<file path="config.mk">
export PLATFORM = sky130hd
export DESIGN_NAME = packed_text_unpacker_unit_flat
export DESIGN_NICKNAME = d
export VERILOG_FILES = /design/src/sv/ptu_pkg.sv /design/src/sv/ptu_in_if.sv /design/src/sv/ptu_out_if.sv /design/src/sv/ptu_decode.sv /design/src/sv/ptu_res_fifo.sv /design/src/sv/packed_text_unpacker_unit.sv /design/src/flat_wrapper.sv
export VERILOG_INCLUDE_DIRS = /design/src /design/src/sv
export SDC_FILE = /design/constraint.sdc
export NUM_CORES = 1
export LEC_CHECK = 0
export BUFFER_PORTS_ARGS = -buffer_cell sky130_fd_sc_hd__buf_2
export CORE_ASPECT_RATIO = 0.6
export CORE_MARGIN = 2
export CORE_UTILIZATION = 45
export CTS_BUF_LIST = sky130_fd_sc_hd__clkbuf_16
export CTS_CLUSTER_SIZE = 40
export DETAILED_ROUTE_END_ITERATION = 12
export PLACE_DENSITY = 0.63
export SLEW_MARGIN = 20
export SYNTH_ARGS = -nofsm -noshare
export SYNTH_HDL_FRONTEND = slang
export SYNTH_HIERARCHICAL = 1
export SYNTH_SLANG_ARGS = --single-unit
</file>
<file path="constraint.sdc">
create_clock -name clk_i -period 12.74 [get_ports clk_i]
set_clock_uncertainty 0.15 [all_clocks]
set_input_delay 0.637 -clock clk_i [delete_from_list [all_inputs] [get_ports clk_i]]
set_output_delay 0.637 -clock clk_i [all_outputs]
set_load 0.1 [all_outputs]
</file>
<file path="src/sv/packed_text_unpacker_unit_defines.svh">
// assertion macros used by the rtl
`ifndef PACKED_TEXT_UNPACKER_UNIT_DEFINES_SVH
`define PACKED_TEXT_UNPACKER_UNIT_DEFINES_SVH

`ifndef SYNTHESIS
`define PTU_ASSERT(lbl, prop) \
  lbl: assert property (@(posedge clk_i) disable iff (!rst_ni) prop) \
    else $error("assertion failed");
`define PTU_ASSERT_NEVER(lbl, expr) \
  lbl: assert property (@(posedge clk_i) disable iff (!rst_ni) !(expr)) \
    else $error("forbidden condition seen");
`else
`define PTU_ASSERT(lbl, prop)
`define PTU_ASSERT_NEVER(lbl, expr)
`endif

`endif

</file>
<file path="src/sv/ptu_pkg.sv">
`default_nettype none

package ptu_pkg;

  localparam int unsigned DataW     = 8;
  localparam int unsigned CodeW     = 7;
  localparam int unsigned PhaseW    = 3;
  localparam int unsigned MaxRes    = 3;
  localparam int unsigned ResCntW   = 2;
  localparam int unsigned FifoDepth = 4;

  localparam logic [DataW-1:0]  HdrIntro   = 8'h01;
  localparam logic [DataW-1:0]  HdrUncomp  = 8'h02;
  localparam logic [DataW-1:0]  HdrStart   = 8'h05;
  localparam logic [CodeW-1:0]  CodeEnd    = 7'h03;
  localparam logic [CodeW-1:0]  CodeSpace  = 7'h20;
  localparam logic [CodeW-1:0]  CodeMaxPr  = 7'h7E;
  localparam logic [PhaseW-1:0] PhaseFirst = 3'd1;
  localparam logic [PhaseW-1:0] PhaseWrap  = 3'd7;

  typedef enum logic [2:0] {
    KIND_CHAR    = 3'd0,
    KIND_END     = 3'd1,
    KIND_INTRO   = 3'd2,
    KIND_UNCOMP  = 3'd3,
    KIND_UNKNOWN = 3'd4
  } kind_e;

  typedef struct packed {
    kind_e            kind;
    logic [CodeW-1:0] char_code;
    logic             last;
  } res_t;

  typedef struct packed {
    logic              unpacking;
    logic [DataW-1:0]  prev_byte;
    logic [PhaseW-1:0] bit_phase;
  } st_t;

  typedef struct packed {
    logic [ResCntW-1:0]       n;
    res_t [MaxRes-1:0]        res;
  } dec_t;

  typedef struct packed {
    logic valid;
    logic room;
  } fifo_st_t;

  function automatic logic [CodeW-1:0] fix_code(input logic [CodeW-1:0] c);
    return (c < CodeSpace || c > CodeMaxPr) ? CodeSpace : c;
  endfunction

  function automatic res_t mk_char(input logic [CodeW-1:0] c);
    res_t r;
    r.kind      = KIND_CHAR;
    r.char_code = fix_code(c);
    r.last      = 1'b0;
    return r;
  endfunction

  function automatic res_t mk_rec_end(input kind_e k);
    res_t r;
    r.kind      = k;
    r.char_code = '0;
    r.last      = 1'b1;
    return r;
  endfunction

endpackage

`default_nettype wire

</file>
<file path="src/sv/ptu_in_if.sv">
`default_nettype none

interface ptu_in_if import ptu_pkg::*; ();
  logic             valid;
  logic             ready;
  logic [DataW-1:0] data_byte;

  modport source (output valid, output data_byte, input ready);
  modport sink (input valid, input data_byte, output ready);
endinterface

`default_nettype wire

</file>
<file path="src/sv/ptu_out_if.sv">
`default_nettype none

interface ptu_out_if import ptu_pkg::*; ();
  logic             valid;
  logic             ready;
  logic [2:0]       kind;
  logic [CodeW-1:0] char_code;
  logic             last;

  modport source (output valid, output kind, output char_code, output last, input ready);
  modport sink (input valid, input kind, input char_code, input last, output ready);
endinterface

`default_nettype wire

</file>
<file path="src/sv/ptu_decode.sv">
`default_nettype none

module ptu_decode import ptu_pkg::*; #(
  parameter int unsigned MaxChars = 256,
  localparam int unsigned CntW    = $clog2(MaxChars)
) (
  input  logic [DataW-1:0] data_byte_i,
  input  st_t              st_i,
  input  logic [CntW-1:0]  cnt_i,
  output st_t              st_o,
  output logic [CntW-1:0]  cnt_o,
  output dec_t             dec_o
);

  localparam logic [CntW-1:0] LastCnt = CntW'(MaxChars - 1);

  logic [2*DataW-1:0] window;
  logic [CodeW-1:0]   c1;
  logic [CodeW-1:0]   c2;
  logic [CntW-1:0]    cnt1;
  logic [CntW-1:0]    cnt2;

  always_comb begin
    window = {st_i.prev_byte, data_byte_i};
    c1     = CodeW'(window >> st_i.bit_phase);
    c2     = data_byte_i[CodeW-1:0];
    cnt1   = cnt_i + 1'b1;
    cnt2   = cnt1 + 1'b1;
    st_o   = st_i;
    cnt_o  = cnt_i;
    dec_o  = '0;
    if (!st_i.unpacking) begin
      dec_o.n = ResCntW'(1);
      unique case (data_byte_i)
        HdrStart: begin
          dec_o.n        = '0;
          st_o.unpacking = 1'b1;
          st_o.prev_byte = '0;
          st_o.bit_phase = PhaseFirst;
          cnt_o          = '0;
        end
        HdrIntro:  dec_o.res[0] = mk_rec_end(KIND_INTRO);
        HdrUncomp: dec_o.res[0] = mk_rec_end(KIND_UNCOMP);
        default:   dec_o.res[0] = mk_rec_end(KIND_UNKNOWN);
      endcase
    end else begin
      st_o.prev_byte = data_byte_i;
      dec_o.n        = ResCntW'(1);
      if (c1 == CodeEnd) begin
        dec_o.res[0]   = mk_rec_end(KIND_END);
        st_o.unpacking = 1'b0;
      end else begin
        dec_o.res[0] = mk_char(c1);
        cnt_o        = cnt1;
        if (cnt1 >= LastCnt) begin
          // length limit reached
          dec_o.n        = ResCntW'(2);
          dec_o.res[1]   = mk_rec_end(KIND_END);
          st_o.unpacking = 1'b0;
        end else if (st_i.bit_phase == PhaseWrap) begin
          dec_o.n = ResCntW'(2);
          if (c2 == CodeEnd) begin
            dec_o.res[1]   = mk_rec_end(KIND_END);
            st_o.unpacking = 1'b0;
          end else begin
            dec_o.res[1] = mk_char(c2);
            cnt_o        = cnt2;
            if (cnt2 >= LastCnt) begin
              dec_o.n        = ResCntW'(3);
              dec_o.res[2]   = mk_rec_end(KIND_END);
              st_o.unpacking = 1'b0;
            end else begin
              st_o.bit_phase = PhaseFirst;
            end
          end
        end else begin
          st_o.bit_phase = st_i.bit_phase + 1'b1;
        end
      end
    end
  end

endmodule

`default_nettype wire

</file>
<file path="src/sv/ptu_res_fifo.sv">
`default_nettype none

module ptu_res_fifo import ptu_pkg::*; (
  input  logic     clk_i,
  input  logic     rst_ni,
  input  logic     push_i,
  input  dec_t     dec_i,
  input  logic     pop_i,
  output res_t     head_o,
  output fifo_st_t st_o
);

  localparam int unsigned PtrW = $clog2(FifoDepth);
  localparam int unsigned CntW = $clog2(FifoDepth + 1);
  localparam logic [CntW-1:0] RoomCnt = CntW'(FifoDepth - MaxRes);

  res_t            mem_q [FifoDepth];
  logic [PtrW-1:0] wr_ptr_q, wr_ptr_d;
  logic [PtrW-1:0] rd_ptr_q, rd_ptr_d;
  logic [CntW-1:0] cnt_q, cnt_d;
  logic [CntW-1:0] push_cnt;

  always_comb begin
    push_cnt = push_i ? CntW'(dec_i.n) : '0;
    wr_ptr_d = wr_ptr_q + PtrW'(push_cnt);
    rd_ptr_d = rd_ptr_q + PtrW'(pop_i);
    cnt_d    = cnt_q + push_cnt - CntW'(pop_i);
  end

  always_ff @(posedge clk_i or negedge rst_ni) begin
    if (!rst_ni) begin
      wr_ptr_q <= '0;
      rd_ptr_q <= '0;
      cnt_q    <= '0;
    end else begin
      wr_ptr_q <= wr_ptr_d;
      rd_ptr_q <= rd_ptr_d;
      cnt_q    <= cnt_d;
    end
  end

  always_ff @(posedge clk_i) begin
    for (int i = 0; i < MaxRes; i++) begin
      if (push_i && ResCntW'(i) < dec_i.n) begin
        mem_q[wr_ptr_q + PtrW'(i)] <= dec_i.res[i];
      end
    end
  end

  assign head_o   = mem_q[rd_ptr_q];
  assign st_o.valid = (cnt_q != '0);
  // room for a full set of results after this cycle's transfer out
  assign st_o.room  = (cnt_q <= RoomCnt) || (pop_i && cnt_q == RoomCnt + 1'b1);

endmodule

`default_nettype wire

</file>
<file path="src/sv/packed_text_unpacker_unit.sv">
// packed text unpacker: header classification and 7-bit msb-first text decode
// results of a byte are registered in the result queue and leave from its head
// throughput: one byte per cycle while each byte yields at most one result
// and the output is ready; a byte with two or three results can stall input until
// the four-entry result queue, which drains one result per ready cycle, has room
// reset: asynchronous active low, clears decode state and empties the queue
`default_nettype none

`include "packed_text_unpacker_unit_defines.svh"

module packed_text_unpacker_unit import ptu_pkg::*; #(
  parameter int unsigned MAX_CHARS = 256
) (
  input  logic             clk_i,
  input  logic             rst_ni,
  ptu_in_if.sink           in_i,
  ptu_out_if.source        out_o
);

  localparam int unsigned CntW = $clog2(MAX_CHARS);

  st_t             st_q, st_d;
  logic [CntW-1:0] cnt_q, cnt_d;
  dec_t            dec;
  res_t            head;
  fifo_st_t        fifo_st;
  logic            in_xfer;
  logic            out_xfer;
  logic            hdr_xfer;

  assign in_xfer  = in_i.valid && in_i.ready;
  assign out_xfer = out_o.valid && out_o.ready;
  assign hdr_xfer = in_xfer && !st_q.unpacking;

  ptu_decode #(
    .MaxChars (MAX_CHARS)
  ) u_decode (
    .data_byte_i (in_i.data_byte),
    .st_i        (st_q),
    .cnt_i       (cnt_q),
    .st_o        (st_d),
    .cnt_o       (cnt_d),
    .dec_o       (dec)
  );

  always_ff @(posedge clk_i or negedge rst_ni) begin
    if (!rst_ni) begin
      st_q.unpacking <= 1'b0;
      st_q.prev_byte <= '0;
      st_q.bit_phase <= PhaseFirst;
      cnt_q          <= '0;
    end else if (in_xfer) begin
      st_q  <= st_d;
      cnt_q <= cnt_d;
    end
  end

  ptu_res_fifo u_res_fifo (
    .clk_i  (clk_i),
    .rst_ni (rst_ni),
    .push_i (in_xfer),
    .dec_i  (dec),
    .pop_i  (out_xfer),
    .head_o (head),
    .st_o   (fifo_st)
  );

  assign in_i.ready      = fifo_st.room;
  assign out_o.valid     = fifo_st.valid;
  assign out_o.kind      = head.kind;
  assign out_o.char_code = head.char_code;
  assign out_o.last      = head.last;

  `PTU_ASSERT_NEVER(a_phase_nonzero, st_q.bit_phase == '0)
  `PTU_ASSERT(a_hdr_idle, hdr_xfer |=> st_q.unpacking == $past(in_i.data_byte == HdrStart))
  `PTU_ASSERT(a_hdr_reported, hdr_xfer && in_i.data_byte != HdrStart |=> out_o.valid)
  `PTU_ASSERT(a_text_not_last, out_o.valid && out_o.kind == KIND_CHAR |-> !out_o.last)

endmodule

`default_nettype wire

</file>
<file path="src/flat_wrapper.sv">
// flat-port wrapper written by rule: the top's interface ports become plain ports
module packed_text_unpacker_unit_flat import ptu_pkg::*;
#(
  parameter int unsigned MAX_CHARS = 256
)
  (clk_i, rst_ni, in_i_valid, in_i_data_byte, in_i_ready, out_o_valid, out_o_kind, out_o_char_code, out_o_last, out_o_ready);
  ptu_in_if in_i_i ();
  ptu_out_if out_o_i ();
  input  logic clk_i;
  input  logic rst_ni;
  input wire logic [$bits(in_i_i.valid)-1:0] in_i_valid;
  input wire logic [$bits(in_i_i.data_byte)-1:0] in_i_data_byte;
  output wire logic [$bits(in_i_i.ready)-1:0] in_i_ready;
  output wire logic [$bits(out_o_i.valid)-1:0] out_o_valid;
  output wire logic [$bits(out_o_i.kind)-1:0] out_o_kind;
  output wire logic [$bits(out_o_i.char_code)-1:0] out_o_char_code;
  output wire logic [$bits(out_o_i.last)-1:0] out_o_last;
  input wire logic [$bits(out_o_i.ready)-1:0] out_o_ready;
  assign in_i_i.valid = in_i_valid;
  assign in_i_i.data_byte = in_i_data_byte;
  assign in_i_ready = in_i_i.ready;
  assign out_o_valid = out_o_i.valid;
  assign out_o_kind = out_o_i.kind;
  assign out_o_char_code = out_o_i.char_code;
  assign out_o_last = out_o_i.last;
  assign out_o_i.ready = out_o_ready;
  packed_text_unpacker_unit #(.MAX_CHARS(MAX_CHARS)) u_core (.clk_i(clk_i), .rst_ni(rst_ni), .in_i(in_i_i), .out_o(out_o_i));
endmodule
</file>
# --- Word-level counts from Yosys, hierarchy flattened ---
# Memories as Yosys holds them, arrays and structs flattened.
# Cells that the tools add are included.
totals:
  ff_bits: 27
  inputBits: 12
  ramBits: 44
  n_memories: 1
op_classes:
  n_shift: 1
  magnitude_cmp: 10
  eq_ne: 11
  addsub: 9
  n_reduce_logical: 14
  n_mux: 41
memory_table:
  columns: ["name", "words", "word_bits", "read_ports", "rd_ports_with_merged_regs", "write_ports", "line_no", "source"]
  rows:
  - ["u_core.u_res_fifo.mem_q", 4, 11, 1, 0, 3, "ptu_res_fifo.sv:17", "res_t mem_q [FifoDepth];"]
op_table:
  columns: ["cell", "n"]
  rows:
  - ["two-way mux 24 bit", 2]
  - ["two-way mux 8 bit", 6]
  - ["two-way mux 12 bit", 3]
  - ["two-way mux 11 bit", 3]
  - ["case mux 11 bit (3 select lines)", 1]
  - ["two-way mux 22 bit", 1]
  - ["two-way mux 9 bit", 2]
  - ["adder 8 x 1 -> 8 bit, second input constant", 2]
  - ["greater-or-equal comparator 8 bit, second input constant", 2]
  - ["right shift 16 x 3 -> 7 bit", 1]
  - ["two-way mux 3 bit", 5]
  - ["== test 7 x 2 -> 1 bit, second input constant", 2]
  - ["greater-than comparator 7 bit, second input constant", 2]
  - ["< comparator 7 x 6 -> 1 bit, second input constant", 2]
  - ["two-way mux 7 bit", 2]
  - ["two-way mux 13 bit", 1]
  - ["two-way mux 1 bit", 12]
  - ["== test 8 x 1 -> 1 bit, second input constant", 1]
  - ["== test 8 x 2 -> 1 bit, second input constant", 1]
  - ["== test 8 x 3 -> 1 bit, second input constant", 1]
  - ["logical AND 1 bit", 6]
  - ["two-way mux 2 bit", 3]
  - ["inequality test 3 bit, second input constant", 2]
  - ["AND reduction 6 bit", 1]
  - ["other kinds (18)", 22]

# --- Depth between registers and ports, before layout ---
# Gate-level depths: netlist (run 1).
depth:
  ltp_word: 13
  ltp_mapped: 17

# --- Hierarchy ---
# The synthesis (run 1) kept the hierarchy.
by_module_without_submodules:
  columns: ["mod", "cells_each", "n_inst", "area_per_inst_um2"]
  rows:
  - ["ptu_res_fifo", 210, 1, 3131.8]
  - ["ptu_decode", 259, 1, 1788.0]
  - ["packed_text_unpacker_unit", 45, 1, 837.1]

# --- Worst setup path before layout (run 1) ---
# OpenSTA, ideal clock, no wires.
synth_path:
  path_kind: "reg-to-reg"
  from: "register u_core.u_res_fifo.cnt_q[2]"
  to: "memory u_core/u_res_fifo/mem_q[0][0] in the netlist's numbering (enable)"
  path_stages_with_launch: 11
  setup_slack_ps: 6522
  arrival_time_ps: 5627
  cell_sequence: "dfrtp_1 -> or3_1 -> and2_1 -> nand2b_1 -> a21oi_1 -> nand2_2 -> buf_6 -> inv_1 -> buf_2 -> inv_1 -> a2111oi_0"
synth_rtl:
  columns: ["element", "line_no", "source"]
  rows:
  - ["start, declared", "ptu_res_fifo.sv:20", "logic [CntW-1:0] cnt_q, cnt_d;"]
  - ["start signal, assigned", "ptu_res_fifo.sv:38", "cnt_q <= cnt_d;"]
  - ["end, declared", "ptu_res_fifo.sv:17", null]

==> results.ini, run 1 <==
[grt]
gr-usage-all-layers = 0.211
grt_start_max_net_pins = 26
overflow = 0
grt_pass1_vias = 3999
grt_pass1_wl_um = 22000
grt_antenna_before_repair = 0

[clocking]
clk_pin_slew_ns = 0.06
cts_buffers = 9
post_cts_resize_count = 0
cts-hold-fix-buffers = 0
cts_tree = done
clkLatencyLatePin_ns = 0.33
cts_sinks = 69
postCtsSetupRepairBufs = 0
cts.path.max_buffers = 2
cts_root_buffer = clkbuf_16
htree_levels = 3

[detailed_routing]
vias = 4137
viasPerCell = 6.15
first_pass_iters = 5
drc = 0
drtIter0Drc = 400
wl_um = 13900
final_antenna_net_count = 0
wl_per_cell_um = 20.7

[worst_setup_path]
critPathMaxStageDelay_ns = 0.94
critPathBufInv = 0
worstPathRequired_ns = 12.54
end_kind = register
critPathSlowestCell = dfrtp_1
arrival_ns = 5.03
path_delay_family = simple AND/OR/NAND/NOR gates
worstPathMaxFanout = 21
worstSetupStartpointType = register
crit_chain = mux4_2, mux2i_1, nand3_2, o31ai_4, a21oi_1, o31ai_1, and2_1, nand2_1, maj3_1, nor2_1
path_class = register to register

[die]
num_rows = 31
ios = 25
initial_core_util = 0.466
die_x_um = 149
die_h_um = 90.8
dieArea_mm2 = 0.0135
core_mm2 = 0.0121

[synth]
postSynthCellCount = 504
syn-cell-area_mm2 = 0.00565
syn_area_per_cell_um2 = 11.2
yosys_warnings = 6

[sta]
fmax_mhz = 191
rsz0062_at_grt = false
fin_ws_ns = 7.51
period_share = 0.411
hold_viol_final = 0
min_period_ns = 5.23
max_slew_margin = 0.243
worstMarginPinSlew_ns = 1.13
hold-worst-slack_ns = 0.154
drv_slew = 0
setup_viol = 0
setup_tns_ns = 0

[cells_and_area]
antennaDiodeCount = 0
final_util = 0.497
nNetsFinal = 524
drive_gt1_frac = 0.364
syn2layout_area_growth_pct = 6.80
fillers = 1092

[placement]
dpl_worst_slack_ns = 7.53
place.gp.congestion = 0.879
portBuffers = 24
dpl.hpwl_um = 9850

[power]
p_leak_nw = 2.32
ir_drop_mv = 0.133
power_density_mw_per_mm2 = 184

[status]
run_status = finished clean

[run]
maxCapViolations = 0

[min_path]
min-delay-path-class = input port to asynchronous set/reset pin

## registers in the layout, summed over array words and instances (netlist names)
signal,count
u_core/u_res_fifo/cnt_q,3
u_core/st_q,10
u_core/cnt_q,8
u_core/u_res_fifo/wr_ptr_q,2
u_core/u_res_fifo/rd_ptr_q,2
u_core/u_res_fifo/mem_q,44
## where the power goes
group          switching [mW]  internal, mW  total [mW]
Clock                   0.100         0.152       0.252
Combinational           0.306         0.167       0.473
Sequential             0.0957         0.287       0.383
Total                   0.502         0.606        1.11
## layout make-up
| type | instances | area (µm²) | share of cell area |
|---|---|---|---|
| sequential | 69 | 1950 | 0.323 |
| clock inverter | 7 | 73.8 | 0.0122 |
| timing repair buffer | 26 | 135 | 0.0224 |
| inverter | 18 | 67.6 | 0.0112 |
| multi-input combinational | 379 | 3380 | 0.560 |
| clock buffer | 9 | 225 | 0.0373 |
| tap | 165 | 206 | 0.0342 |
## placed cells by master (no fill, tap or decap), types with 9 or more instances in the layout
cell,n
buf_2,24
mux4_2,19
nand3_1,13
mux2_4,17
conb_1,11
edfxtp_1,44
nor2_1,19
nand2_1,37
dfrtp_1,24
inv_1,18
o21ai_0,10
clkbuf_16,9
a21oi_1,14
mux2_2,91
mux2i_1,19
xnor2_1,9
and2_1,11
## worst paths after layout
path / endpoint / depth (start not counted) / from / slack [ns]
worst max register to register: u_core/u_res_fifo/mem_q[3][3] / 10 / u_core/st_q[1] / 7.51
min in group clk_i: u_core/u_res_fifo/cnt_q[2] / 1 / u_core/u_res_fifo/cnt_q[2] / 0.35
worst min register to register: u_core/u_res_fifo/cnt_q[2] / 1 / u_core/u_res_fifo/cnt_q[2] / 0.35
max in group asynchronous: u_core/u_res_fifo/wr_ptr_q[1] / 1 / rst_ni / 11.88
worst min-delay path: u_core/st_q[6] / 1 / rst_ni / 0.15
worst max-delay path: u_core/u_res_fifo/mem_q[3][3] / 10 / u_core/st_q[1] / 7.51
## metrics by stage
step / instances / area, µm² / power, mW
finish: 673 / 6040 / 1.11
global route: 673 / 6040 / 1.16
CTS: 673 / 6040 / 1.11
detailed placement: 657 / 5740 / 0.857
global placement: 657 / 5740 / 0.843
floorplan: 514 / 5690 / 0.778
## per-layer routing
layer	part of all wire	vias to the layer above	GRT usage
met5	0	-	0
met4	0.0059	0	0.0476
met3	0.075	11	0.0530
met2	0.43	155	0.295
met1	0.49	2098	0.324
li1	-	1873	-
## worst reg2reg max path: stages, from the launching register on
cell     delay (ns)
dfrtp_1        0.94
mux4_2         0.61
mux2i_1        0.28
nand3_2        0.16
o31ai_4        0.57
a21oi_1        0.33
o31ai_1        0.13
and2_1         0.31
nand2_1        0.14
maj3_1         0.37
nor2_1         0.85
Note: power is estimated with default switching activity, not from simulation.
==> run 2: changes to the inputs <==
==> constraint.sdc (replaced) <==
create_clock -name clk_i -period 5 [get_ports clk_i]
set_clock_uncertainty 0.15 [all_clocks]
set_input_delay 0.25 -clock clk_i [delete_from_list [all_inputs] [get_ports clk_i]]
set_output_delay 0.25 -clock clk_i [all_outputs]
set_load 0.1 [all_outputs]
==> run 2 against run 1 <==
  * Sequential share of layout area fell by 0.40 points
  * Setup slack worse by 7.1 ns
  * Sequential power grew to 2.5 times the previous value
  * Design area increased by 1.2%
  * Total power increased to 2.6 times the previous value
  * Clock power rose to 2.6 times the previous value
  * Non-clock buffer count up 9
  * Final cell count increased by 1.3%
  * Via count decreased by 2.4%
  * Worst hold slack improved by 0.044 ns
  * Wire length down 0.72%
  * Critical endpoint is now u_core/u_res_fifo/mem_q[1][1]
  * Largest cell class unchanged
  * Largest power group unchanged
==> results.ini, run 2 (same netlist as run 1, synthesis figures left out) <==
[grt]
grt_start_max_net_pins = 26
gr-usage-all-layers = 0.214
overflow = 0
grt_pass1_wl_um = 22200
grt_antenna_before_repair = 0
grt_pass1_vias = 3950

[clocking]
clkLatencyLatePin_ns = 0.34
clk_pin_slew_ns = 0.06
cts_buffers = 9
post_cts_resize_count = 0
cts_sinks = 69
htree_levels = 3
cts_tree = done
cts_root_buffer = clkbuf_16
cts.path.max_buffers = 2

[min_path]
min-delay-path-class = input port to register
holdCritStartpoint = out_o_ready

[detailed_routing]
first_pass_iters = 5
wl_um = 13800
drc = 0
final_antenna_net_count = 0
vias = 4038
drtIter0Drc = 325
wl_per_cell_um = 20.3
viasPerCell = 5.92

[worst_setup_path]
startpoint = u_core/cnt_q[0]
r2r_start = u_core/cnt_q[0]
path_class = register to register
end_kind = register
arrival_ns = 4.51
worstSetupStartpointType = register
worstPathRequired_ns = 4.94
worstPathMaxFanout = 14
reg2reg_slack_ns = 0.43

[cells_and_area]
final_common_cell = mux2_2
register_area_mm2 = 0.00195
drive_gt1_frac = 0.375
final_cell_mix = mux2_2 (91), edfxtp_1 (44), nand2_1 (37)
top_regs = u_core/u_res_fifo/mem_q: 44 flops, u_core/st_q: 10 flops, u_core/cnt_q: 8 flops
nNetsFinal = 533
multi_input_area_mm2 = 0.00338
largest_reg_flops = 44
registers.top_by_ff_count = u_core/u_res_fifo/mem_q
fillers = 1096
syn2layout_area_growth_pct = 8.12
finalNonFillerCells = 682
antennaDiodeCount = 0

[sta]
period_share = 0.914
hold_viol_final = 0
drv_slew = 0
fmax_mhz = 219
rsz0062_at_grt = false
setup_tns_ns = 0
worstMarginPinSlew_ns = 0.876
setup_viol = 0
min_period_ns = 4.57
hold-worst-slack_ns = 0.197
max_slew_margin = 0.411

[power]
clockPowerShare = 0.230
ir_drop_mv = 0.334
power_density_mw_per_mm2 = 465
p_leak_nw = 2.36
p_comb_frac = 0.432
switchingPower_mw = 1.29
seq_power_share = 0.338
intPower_mw = 1.55
sw_frac_of_total = 0.454

[placement]
dp.cells = 664
portBuffers = 24
place.gp.congestion = 0.848
dpl.hpwl_um = 9840

[die]
dieArea_mm2 = 0.0135
die_x_um = 149
die_h_um = 90.8
initial_core_util = 0.466
num_rows = 31
core_mm2 = 0.0121
ios = 25

[status]
run_status = finished clean

[run]
maxCapViolations = 0

-- run 2: path summary, 6_finish.rpt --
kind,depth (start not counted),to
max in group asynchronous,2,u_core/u_res_fifo/cnt_q[1]
hold / removal,3,u_core/u_res_fifo/rd_ptr_q[0]
setup reg to reg,11,u_core/u_res_fifo/mem_q[1][1]
hold reg to reg,1,u_core/u_res_fifo/cnt_q[2]
setup / recovery,11,u_core/u_res_fifo/mem_q[1][1]
min in group asynchronous,2,u_core/st_q[4]
-- run 2: metrics by stage --
stage,util,area [µm²],worst slack [ns],power [mW]
finish,0.503,6110,0.430,2.84
global route,0.503,6110,0.0422,2.98
CTS,0.503,6100,0.471,2.85
floorplan,-,5700,-0.0329,1.99
detailed placement,0.477,5790,0.501,2.19
global placement,0.477,5790,0.625,2.17
-- run 2: worst max-delay path, stage by stage, from the launching register on --
cell and delay (ns):
dfrtp_1 0.59, ha_1 0.54, nor2b_1 0.23, a21oi_1 0.07, o31ai_2 0.44, nand4_1 0.22
a31o_2 0.33, o31ai_1 0.18, and2_1 0.31, and3_1 0.26, nand3_1 0.50, mux2_2 0.48
-- run 2: layout make-up --
type	instances	area share
Multi-Input combinational cell	379	0.554
Sequential cell	69	0.319
Clock buffer	9	0.0369
Tap cell	165	0.0338
Timing Repair Buffer	35	0.0336
Clock inverter	7	0.0123
Inverter	18	0.0111
-- run 2: power groups by stage --
stage,logic (mW),registers (mW),clock network (mW)
final,1.23,0.961,0.652
after global routing,1.30,0.992,0.689
after global placement,1.20,0.963,0
after detailed placement,1.22,0.972,0
after CTS,1.23,0.961,0.665
after floorplan,1.18,0.811,0
-- run 2: per-layer routing --
| layer | global-route usage | vias up | routed length, µm | share of wire |
|---|---|---|---|---|
| li1 | - | 1890 | - | - |
| met1 | 0.337 | 1994 | 7020 | 0.51 |
| met2 | 0.298 | 143 | 5830 | 0.42 |
| met3 | 0.0480 | 11 | 883 | 0.064 |
| met4 | 0.0389 | 0 | 90 | 0.0065 |
| met5 | 0 | - | 0 | 0 |
-- run 2: repair_timing --
action	in CTS	in global routing
setup buffers	0	1
hold endpoints to repair	24	0
setup endpoints to repair	0	6
hold buffers	1	0
==> run 3: changes to the inputs <==
--- a/config.mk
+++ b/config.mk
@@ -7,7 +7,6 @@
 export NUM_CORES = 1
 export LEC_CHECK = 0
 export BUFFER_PORTS_ARGS = -buffer_cell sky130_fd_sc_hd__buf_2
-export CORE_ASPECT_RATIO = 0.6
 export CORE_MARGIN = 2
 export CORE_UTILIZATION = 45
 export CTS_BUF_LIST = sky130_fd_sc_hd__clkbuf_16
==> constraint.sdc (replaced) <==
create_clock -name clk_i -period 5.35 [get_ports clk_i]
set_clock_uncertainty 0.15 [all_clocks]
set_input_delay 0.2675 -clock clk_i [delete_from_list [all_inputs] [get_ports clk_i]]
set_output_delay 0.2675 -clock clk_i [all_outputs]
set_load 0.1 [all_outputs]
==> run 3 against run 2 <==
  * Critical path type unchanged
  * Worst hold slack improved by 0.028 ns
  * Non-clock buffer count shrank 1
  * Combinational power shrank 8%
  * Die area fell by 0.21%
  * Largest cell class unchanged
  * Sequential share of layout area rose by 0.20 points
  * Register-to-register slack improved by 0.08 ns
  * Flip-flop and latch count stayed put
  * Largest power group unchanged
  * Critical endpoint is now u_core/u_res_fifo/mem_q[0][0]
  * Maximum frequency down 5.5%
  * Critical path depth stayed put
==> results.ini, run 3 (same netlist as run 1, synthesis figures left out) <==
[die]
core_mm2 = 0.0121
dieArea_mm2 = 0.0135
num_rows = 40
ios = 25
die_h_um = 116
initial_core_util = 0.467
die_x_um = 116

[worst_setup_path]
worstSetupStartpointType = register
worst_path_most_repeated_cell = a21oi_1
critPathBufInv = 0
worstPathRequired_ns = 5.29
arrival_ns = 4.77
path_class = register to register
critPathSlowestCell = a21oi_1
r2r_start = u_core/cnt_q[0]
end_kind = register
path_delay_family = simple AND/OR/NAND/NOR gates
crit_chain = ha_1, nor2b_1, a21oi_1, o31ai_2, nand2_1, a21oi_1, o31ai_1, and2_1, and3_1, nand3b_1, mux2_2
worstPathMaxFanout = 14
reg2reg_to = u_core/u_res_fifo/mem_q[0][0]
r2r_cells = 11
reg2reg_slack_ns = 0.51
critPathMaxStageDelay_ns = 0.70

[sta]
rsz0062_at_grt = false
min_period_ns = 4.84
fmax_mhz = 207
max_slew_margin = 0.370
setup_viol = 0
hold_viol_final = 0
setup_tns_ns = 0
worstMarginPinSlew_ns = 0.936
period_share = 0.904
drv_slew = 0

[clocking]
clkLatencyLatePin_ns = 0.34
htree_levels = 3
post_cts_resize_count = 0
cts_sinks = 69
cts_buffers = 9
cts_tree = done
cts.path.max_buffers = 2
clk_pin_slew_ns = 0.06
cts_root_buffer = clkbuf_16

[grt]
overflow = 0
grt_antenna_before_repair = 0
grt_pass1_vias = 3994
grt_start_max_net_pins = 26
grt_pass1_wl_um = 21000
gr-usage-all-layers = 0.206

[placement]
portBuffers = 24
dpl.hpwl_um = 8960
place.gp.congestion = 0.894

[cells_and_area]
antennaDiodeCount = 0
largest_reg_flops = 44
syn2layout_area_growth_pct = 7.46
final_cell_mix = mux2_2 (91), edfxtp_1 (44), nand2_1 (37)
final_common_cell = mux2_2
top_regs = u_core/u_res_fifo/mem_q: 44 flops, u_core/st_q: 10 flops, u_core/cnt_q: 8 flops
registers.top_by_ff_count = u_core/u_res_fifo/mem_q
nNetsFinal = 532
final_util = 0.501
fillers = 1109
drive_gt1_frac = 0.368

[min_path]
min_path_cells = 3
min-delay-path-class = input port to register
holdCritStartpoint = out_o_ready
min_to = u_core/u_res_fifo/rd_ptr_q[0]

[power]
power_density_mw_per_mm2 = 423
ir_drop_mv = 0.511
p_leak_nw = 2.34

[detailed_routing]
viasPerCell = 5.87
drc = 0
drtIter0Drc = 284
wl_per_cell_um = 19.2
final_antenna_net_count = 0
wl_um = 13100
vias = 4012
first_pass_iters = 4

[status]
run_status = finished clean

[run]
maxCapViolations = 0

-- run 3: worst max path at each step --
stage / startpoint / end / cells after the start
floorplan: u_core/u_res_fifo/cnt_q[2] / u_core/u_res_fifo/mem_q[0][0] / 10
global placement: u_core/cnt_q[0] / u_core/u_res_fifo/mem_q[1][8] / 11
detailed placement: u_core/cnt_q[0] / u_core/u_res_fifo/mem_q[1][8] / 11
CTS: u_core/cnt_q[0] / u_core/u_res_fifo/mem_q[1][8] / 11
global route: u_core/cnt_q[0] / u_core/u_res_fifo/mem_q[0][0] / 11
finish: u_core/cnt_q[0] / u_core/u_res_fifo/mem_q[0][0] / 11
-- run 3: final cells by class --
type / instances / area [µm²] / share of cell area
flip-flops and latches: 69 / 1950 / 0.321
repair buffers: 34 / 198 / 0.0326
inverters: 18 / 67.6 / 0.0111
well taps: 168 / 210 / 0.0346
multi-input cells: 379 / 3380 / 0.557
clock buffers: 9 / 225 / 0.0371
clock inverters: 7 / 41.3 / 0.00680
-- run 3: metrics by stage --
| stage | hold WS, ns | total power [mW] | worst slack, ns | cells | area, µm² |
|---|---|---|---|---|---|
| detailed placement | 0.168 | 2.04 | 0.609 | 667 | 5800 |
| floorplan | -0.178 | 1.86 | 0.317 | 514 | 5700 |
| global route | 0.243 | 2.71 | 0.0774 | 684 | 6070 |
| global placement | 0.159 | 2.01 | 0.825 | 667 | 5800 |
| finish | 0.225 | 2.57 | 0.514 | 684 | 6070 |
| CTS | 0.215 | 2.59 | 0.577 | 684 | 6070 |
-- run 3: where the power goes --
group	internal (mW)	leakage, nW	total (mW)	switching (mW)
registers	0.684	0.722	0.902	0.218
clock network	0.310	0.128	0.544	0.234
logic	0.404	1.49	1.13	0.722
total	1.40	2.34	2.57	1.17
-- run 3: metal layers --
metal	wire, µm	part of all wire	global-route usage
met1	6030	0.46	0.271
met2	6360	0.48	0.333
met3	536	0.041	0.0429
met4	195	0.015	0.0810
met5	0	0	0
-- run 3: worst min-delay path: cells and delay by family --
kind,cells,cell delay [ns]
buffers and inverters,1,0.07
adder cells (fa/ha/maj),1,0.15
AND/OR/NAND/NOR,1,0.19
-- run 3: repair_timing --
action	4_1_cts	5_1_grt
setup buffers	0	0
hold buffers	1	0
endpoints found under the hold margin	24	0
